File: config.mk
export PLATFORM = sky130hd
export DESIGN_NAME = unsigned_to_ascii_radix
export DESIGN_NICKNAME = d
export VERILOG_FILES = /design/src/design/uar_pkg.sv /design/src/design/unsigned_to_ascii_radix.sv /design/src/design/uar_div.sv
export SDC_FILE = /design/constraint.sdc
export NUM_CORES = 1
export LEC_CHECK = 0
export BUFFER_PORTS_ARGS = -buffer_cell sky130_fd_sc_hd__buf_2
export CAP_MARGIN = 20
export CORE_MARGIN = 1.5
export CORE_UTILIZATION = 35
export DETAILED_ROUTE_END_ITERATION = 7
export GPL_ROUTABILITY_DRIVEN = 0
export HOLD_SLACK_MARGIN = 0.12
export PLACE_DENSITY = 0.58
export SYNTH_ARGS = -nofsm -noshare
export SYNTH_HDL_FRONTEND = slang
export SYNTH_HIERARCHICAL = 1
export SYNTH_SLANG_ARGS = --single-unit
File: constraint.sdc
create_clock -name aclk -period 16.1 [get_ports aclk]
set_clock_uncertainty 0.1 [all_clocks]
set_input_delay 3.22 -clock aclk [delete_from_list [all_inputs] [get_ports aclk]]
set_output_delay 3.22 -clock aclk [all_outputs]
set_load 0.02 [all_outputs]
File: src/design/uar_pkg.sv
package uar_pkg;

    // Width of the number to convert
    localparam int VALUE_BITS = 32;
    localparam int RADIX_BITS = 6;
    localparam int CHAR_BITS  = 7;

    // Radix limits and character codes
    localparam logic [RADIX_BITS-1:0] RADIX_MIN  = 6'd2;
    localparam logic [RADIX_BITS-1:0] RADIX_MAX  = 6'd36;
    localparam logic [RADIX_BITS-1:0] DEC_DIGITS = 6'd10;
    localparam logic [CHAR_BITS-1:0]  CHAR_ZERO  = 7'd48;
    localparam logic [CHAR_BITS-1:0]  CHAR_A     = 7'd65;
    localparam logic [CHAR_BITS-1:0]  CHAR_NINE  = 7'd57;
    localparam logic [CHAR_BITS-1:0]  CHAR_Z     = 7'd90;

    // Input request
    typedef struct packed {
        logic [VALUE_BITS-1:0] value;
        logic [RADIX_BITS-1:0] radix;
    } req_t;

    // Result: one digit character
    typedef struct packed {
        logic [CHAR_BITS-1:0] digit_char;
        logic                 last_digit;
    } rsp_t;

    // Divider command and result
    typedef struct packed {
        logic                  start;
        logic [VALUE_BITS-1:0] dividend;
        logic [RADIX_BITS-1:0] divisor;
    } div_cmd_t;

    typedef struct packed {
        logic                  done;
        logic [VALUE_BITS-1:0] quot;
        logic [RADIX_BITS-1:0] rem;
    } div_res_t;

endpackage

File: src/design/unsigned_to_ascii_radix.sv
// Converts one unsigned value to ASCII digits in radix 2..36 (radix below 2
// acts as 2, above 36 as 36), most significant digit first, with last_digit
// set on the final character. One request is handled at a time: each digit
// is produced by a division in the bit-serial divider, the digits are then
// popped from a shift stack at one per cycle while the output is ready.
module unsigned_to_ascii_radix (
    input  logic          aclk,
    input  logic          aresetn,
    input  logic          s_valid,
    output logic          s_ready,
    input  uar_pkg::req_t s_req,
    output logic          m_valid,
    input  logic          m_ready,
    output uar_pkg::rsp_t m_rsp
);

    localparam int VB    = uar_pkg::VALUE_BITS;
    localparam int RB    = uar_pkg::RADIX_BITS;
    localparam int CB    = uar_pkg::CHAR_BITS;
    localparam int DCN_W = $clog2(VB + 1);

    typedef enum logic [1:0] {ST_IDLE, ST_DIV, ST_EMIT} state_t;

    state_t            state_reg, state_next;
    logic [DCN_W-1:0]  dcnt_reg, dcnt_next;
    logic [RB-1:0]     stack_reg [VB];
    logic [RB-1:0]     stack_next [VB];
    logic [RB-1:0]     radix_clamped;
    logic              s_fire, m_fire, push, pop;
    uar_pkg::div_cmd_t div_cmd;
    uar_pkg::div_res_t div_res;

    function automatic logic [CB-1:0] to_char(input logic [RB-1:0] d);
        if (d < uar_pkg::DEC_DIGITS)
            return uar_pkg::CHAR_ZERO + CB'(d);
        else
            return uar_pkg::CHAR_A + CB'(d - uar_pkg::DEC_DIGITS);
    endfunction

    // Clamp radix into the supported range
    always_comb begin
        priority if (s_req.radix < uar_pkg::RADIX_MIN) begin
            radix_clamped = uar_pkg::RADIX_MIN;
        end else if (s_req.radix > uar_pkg::RADIX_MAX) begin
            radix_clamped = uar_pkg::RADIX_MAX;
        end else begin
            radix_clamped = s_req.radix;
        end
    end

    assign s_ready = (state_reg == ST_IDLE);
    assign m_valid = (state_reg == ST_EMIT);
    assign s_fire  = s_valid && s_ready;
    assign m_fire  = m_valid && m_ready;
    assign push    = (state_reg == ST_DIV) && div_res.done;
    assign pop     = m_fire;

    // Hold the divisor across digits: only load it on a new request
    logic [RB-1:0] radix_reg;
    always_ff @(posedge aclk) begin
        if (s_fire) begin
            radix_reg <= radix_clamped;
        end
    end

    // Start the divider on a new request, or again while the quotient is nonzero
    assign div_cmd.start    = s_fire || (push && (div_res.quot != '0));
    assign div_cmd.dividend = s_fire ? s_req.value : div_res.quot;
    assign div_cmd.divisor  = s_fire ? radix_clamped : radix_reg;

    uar_div u_div (
        .aclk    (aclk),
        .aresetn (aresetn),
        .cmd     (div_cmd),
        .res     (div_res)
    );

    // Digit stack: push remainders, pop most significant first
    always_comb begin
        for (int i = 0; i < VB; i++) begin
            stack_next[i] = stack_reg[i];
        end
        if (push) begin
            stack_next[0] = div_res.rem;
            for (int i = 1; i < VB; i++) begin
                stack_next[i] = stack_reg[i-1];
            end
        end else if (pop) begin
            for (int i = 0; i < VB - 1; i++) begin
                stack_next[i] = stack_reg[i+1];
            end
            stack_next[VB-1] = '0;
        end
    end

    // Sequence division and emission
    always_comb begin
        state_next = state_reg;
        dcnt_next  = dcnt_reg;
        unique case (state_reg)
            ST_IDLE: begin
                if (s_fire) begin
                    state_next = ST_DIV;
                    dcnt_next  = '0;
                end
            end
            ST_DIV: begin
                if (push) begin
                    dcnt_next = dcnt_reg + 1'b1;
                    if (div_res.quot == '0) begin
                        state_next = ST_EMIT;
                    end
                end
            end
            ST_EMIT: begin
                if (pop) begin
                    dcnt_next = dcnt_reg - 1'b1;
                    if (dcnt_reg == DCN_W'(1)) begin
                        state_next = ST_IDLE;
                    end
                end
            end
            default: begin
                state_next = ST_IDLE;
            end
        endcase
    end

    always_ff @(posedge aclk) begin
        if (!aresetn) begin
            state_reg <= ST_IDLE;
            dcnt_reg  <= '0;
        end else begin
            state_reg <= state_next;
            dcnt_reg  <= dcnt_next;
        end
        for (int i = 0; i < VB; i++) begin
            stack_reg[i] <= stack_next[i];
        end
    end

    assign m_rsp.digit_char = to_char(stack_reg[0]);
    assign m_rsp.last_digit = (dcnt_reg == DCN_W'(1));

    // The divisor register is observed here so a slip in loading shows up
    a_radix_range: assert property (@(posedge aclk) disable iff (!aresetn)
        (state_reg == ST_DIV) |-> (radix_reg >= uar_pkg::RADIX_MIN) &&
                                  (radix_reg <= uar_pkg::RADIX_MAX))
        else $error("divisor out of range during division");

    a_no_overlap: assert property (@(posedge aclk) disable iff (!aresetn)
        s_ready |-> !m_valid)
        else $error("request taken while digits are pending");

    a_emit_count: assert property (@(posedge aclk) disable iff (!aresetn)
        m_valid |-> (dcnt_reg != '0))
        else $error("emitting with an empty digit stack");

    a_done_in_div: assert property (@(posedge aclk) disable iff (!aresetn)
        div_res.done |-> (state_reg == ST_DIV))
        else $error("divider finished outside of division");

    a_last_returns: assert property (@(posedge aclk) disable iff (!aresetn)
        (m_fire && m_rsp.last_digit) |=> s_ready)
        else $error("not ready after last digit");

    a_char_range: assert property (@(posedge aclk) disable iff (!aresetn)
        m_valid |-> ((m_rsp.digit_char >= uar_pkg::CHAR_ZERO) &&
                     (m_rsp.digit_char <= uar_pkg::CHAR_NINE)) ||
                    ((m_rsp.digit_char >= uar_pkg::CHAR_A) &&
                     (m_rsp.digit_char <= uar_pkg::CHAR_Z)))
        else $error("digit character out of range");

endmodule

File: src/design/uar_div.sv
// Bit-serial restoring divider: one quotient bit per cycle.
module uar_div (
    input  logic              aclk,
    input  logic              aresetn,
    input  uar_pkg::div_cmd_t cmd,
    output uar_pkg::div_res_t res
);

    localparam int VB    = uar_pkg::VALUE_BITS;
    localparam int RB    = uar_pkg::RADIX_BITS;
    localparam int CNT_W = $clog2(VB);

    logic              busy_reg, busy_next;
    logic              done_reg, done_next;
    logic [CNT_W-1:0]  cnt_reg, cnt_next;
    logic [VB-1:0]     quot_reg, quot_next;
    logic [RB-1:0]     rem_reg, rem_next;
    logic [RB-1:0]     dvs_reg, dvs_next;
    logic [RB:0]       trial;
    logic              qbit;

    // Shift next dividend bit into the partial remainder and compare
    assign trial = {rem_reg, quot_reg[VB-1]};
    assign qbit  = (trial >= {1'b0, dvs_reg});

    always_comb begin
        busy_next = busy_reg;
        done_next = 1'b0;
        cnt_next  = cnt_reg;
        quot_next = quot_reg;
        rem_next  = rem_reg;
        dvs_next  = dvs_reg;
        if (cmd.start) begin
            busy_next = 1'b1;
            cnt_next  = CNT_W'(VB - 1);
            quot_next = cmd.dividend;
            rem_next  = '0;
            dvs_next  = cmd.divisor;
        end else if (busy_reg) begin
            quot_next = {quot_reg[VB-2:0], qbit};
            rem_next  = qbit ? RB'(trial - {1'b0, dvs_reg}) : trial[RB-1:0];
            if (cnt_reg == '0) begin
                busy_next = 1'b0;
                done_next = 1'b1;
            end else begin
                cnt_next = cnt_reg - 1'b1;
            end
        end
    end

    always_ff @(posedge aclk) begin
        if (!aresetn) begin
            busy_reg <= 1'b0;
            done_reg <= 1'b0;
            cnt_reg  <= '0;
        end else begin
            busy_reg <= busy_next;
            done_reg <= done_next;
            cnt_reg  <= cnt_next;
        end
        quot_reg <= quot_next;
        rem_reg  <= rem_next;
        dvs_reg  <= dvs_next;
    end

    assign res.done = done_reg;
    assign res.quot = quot_reg;
    assign res.rem  = rem_reg;

endmodule

==> flow_summary.ini <==
[run_status]
status = finished, final reports clean

[clock_network]
cts_made_buffers = 28
cts_resized = 0
postCtsHoldBufs = 0
clock_latency_ns = 0.53
clk_pin_slew_ns = 0.06
cts_sinks = 257
cts_setup_buffers = 0
cts_tree = done
cts_root_buf = clkbuf_16
cts_buffer_depth = 3
htreeDepth = 1

[synth]
synthesis.nets = 840
syn_avg_cell_area_um2 = 15.40
synthCells = 778
synth.area.top_cells = edfxtp_1 (58%), mux2_2 (23%), dfxtp_1 (4.5%)
synth_top_cell_area_share_pct = 57.65
synth_top_area_cell = edfxtp_1
yosys_warnings = 6
synth_edf_count = 230
synth_cell_types = 62
yosysSeqAreaShare_pct = 62.16
netlist_area_um2 = 11980
async_flop_share_pct = 0
ys_seq_elements = 257
synth-main-ff-cell = edfxtp_1

[timing]
setup_tns_ns = 0
timing.final.crit_share_pct = 34.66
max_slew_margin_pct = 34.74
hold_viol_final = 0
max_freq_ghz = 0.1792
fin_ws_ns = 10.52
fin_crit_ns = 5.580
tightestPinTransition_ns = 0.9788
slew_violations = 0
finalSetupViolations = 0
rsz0062_at_grt = no

[place]
hpwlAfterDp_um = 11580
io_buffers = 51
pre_cts_ws_ns = 9.893

[global_route]
grt_antenna_before_repair = 0
grt_pass1_wl_um = 31870
gr-usage-all-layers_pct = 10.63
grt_max_degree = 80
first_global_vias = 6423
grt_remaining_overflow = 0

[setup_path]
ff2ff_setup_slack_ns = 11.87
crit_fanout = 79
critPathKind = input pin to flop
startpoint_type = input pin
cp.arrival_ns = 5.62
cp-end-kind = flop
cp.required_ns = 16.14

[die]
design.core.area_um2 = 33620
die_x_um = 188.0
die_h_um = 188.0
num_io_pins = 52
dieArea_um2 = 35350
start_util_pct = 35.64
rows = 67

[drt]
ant_nets = 0
drt_iter0_drc = 376
drt-vias-per-instance = 4.813
drt-pass1-iter-count = 4
drc = 0
num_vias = 6237
finalWirelength_um = 19000
wl_per_cell_um = 14.66

[power_and_ir_drop]
p_per_area_nw_per_um2 = 149.6
vdd_ir_drop_max_mv = 0.1467
p_leak_nw = 4.698

[run]
maxCapViolCount = 0

[layout]
drive_above_1_share_pct = 42.57
area_growth_pct = 13.23
largest_reg_flops = 192
final_nets = 888
antenna_cells = 0

[min_path]
hold_class = flop to flop
## worst max-delay path, stage by stage
cell and delay (ns):
buf_2 0.10, nand2_1 0.09, nand2_4 0.41, buf_4 0.83
buf_4 0.91
## synth_stat cells, types with 2 or more instances
library cell / number
or3_1: 3
edfxtp_1: 230
nand4_1: 3
o21ai_1: 2
ha_1: 19
a221oi_1: 2
nand2b_1: 5
clkbuf_1: 17
o21ai_0: 17
o221ai_1: 2
nor3b_1: 3
mux2_2: 248
inv_1: 23
a22oi_1: 2
nand3_1: 5
a211oi_1: 4
nor2_1: 15
buf_2: 20
o21a_1: 8
nor4_1: 10
nand2_1: 34
and3_2: 6
xor2_1: 4
o2bb2ai_1: 2
nor3_1: 3
a21oi_1: 10
a21boi_0: 3
nor2b_1: 4
mux2i_1: 6
dfxtp_1: 27
and2_1: 3
xnor2_1: 8
## power by group
group	switching (W)	total (W)	internal [W]	leakage, nW
logic	0.000230	0.000459	0.000229	1.95
registers	0.0000740	0.000963	0.000889	2.33
clock network	0.000247	0.000608	0.000361	0.423
total	0.000551	0.00203	0.00148	4.70
## placed cells by master (no fill, tap or decap), drive strengths merged, types with 4 or more instances in the layout
cell	netlist	routed
a211oi	5	5
a21boi	4	4
a21oi	10	10
and3	6	6
buf	23	58
clkbuf	17	43
clkinv	0	7
dfxtp	27	27
edfxtp	230	230
ha	19	19
inv	23	23
mux2	249	249
mux2i	6	6
nand2	35	35
nand2b	5	5
nand3	5	5
nor2	15	15
nor2b	5	5
nor4	12	12
o21a	8	8
o21ai	19	19
xnor2	8	8
xor2	4	4
## path summary, 6_finish.rpt
kind / start / end / depth (start not counted)
setup reg to reg: state_reg[1]$_SDFFE_PN0P_ / stack_reg[1][31]$_DFFE_PP_ / 7
hold / removal: radix_reg[1]$_DFF_P_ / radix_reg[1]$_DFF_P_ / 2
hold reg to reg: radix_reg[1]$_DFF_P_ / radix_reg[1]$_DFF_P_ / 2
setup / recovery: m_ready / stack_reg[1][31]$_DFFE_PP_ / 5
## layer usage
| layer | wire length, µm | vias to the layer above | GRT usage (%) |
|---|---|---|---|
| met5 | 0 | - | 0 |
| met2 | 8525 | 103 | 16.49 |
| met4 | 263 | 0 | 2.646 |
| li1 | - | 3070 | - |
| met3 | 813 | 24 | 2.096 |
| met1 | 9393 | 3040 | 15.22 |
## metrics by stage
step | cell area [µm²] | instances | hold slack (ns) | utilization, % | total power, W
after floorplan | 11980 | 778 | 0.3257 | - | 0.001343
after global placement | 12690 | 1244 | 0.3422 | 37.75 | 0.001434
after detailed placement | 12690 | 1244 | 0.3462 | 37.75 | 0.001441
after CTS | 13570 | 1296 | 0.3541 | 40.35 | 0.002062
after global routing | 13570 | 1296 | 0.3991 | 40.35 | 0.002150
final | 13570 | 1296 | 0.3510 | 40.35 | 0.002029
## final cells by class
cell class / instances / area (µm²)
Multi-Input combinational cell: 458 / 4287
Clock buffer: 43 / 809.5
Sequential cell: 257 / 7447
Clock inverter: 9 / 67.56
Tap cell: 448 / 560.5
Timing Repair Buffer: 58 / 307.8
Fill cell: 3095 / 20050
Inverter: 23 / 86.33
## logic make-up (layout without fill, tap and decap cells)
logic type / Yosys count / count (layout) / synth area share [%]
and+or+nand+nor: 105 / 105 / 4.835
adders and majority gates: 21 / 21 / 2.235
DFF: 257 / 257 / 62.16
muxes: 255 / 255 / 23.94
AOI/OAI and AO/OA: 65 / 65 / 3.676
xor gates and xnor gates: 12 / 12 / 0.8773
buffers and inverters: 63 / 133 / 2.277
No activity file was read; power rests on OpenSTA's default activity.
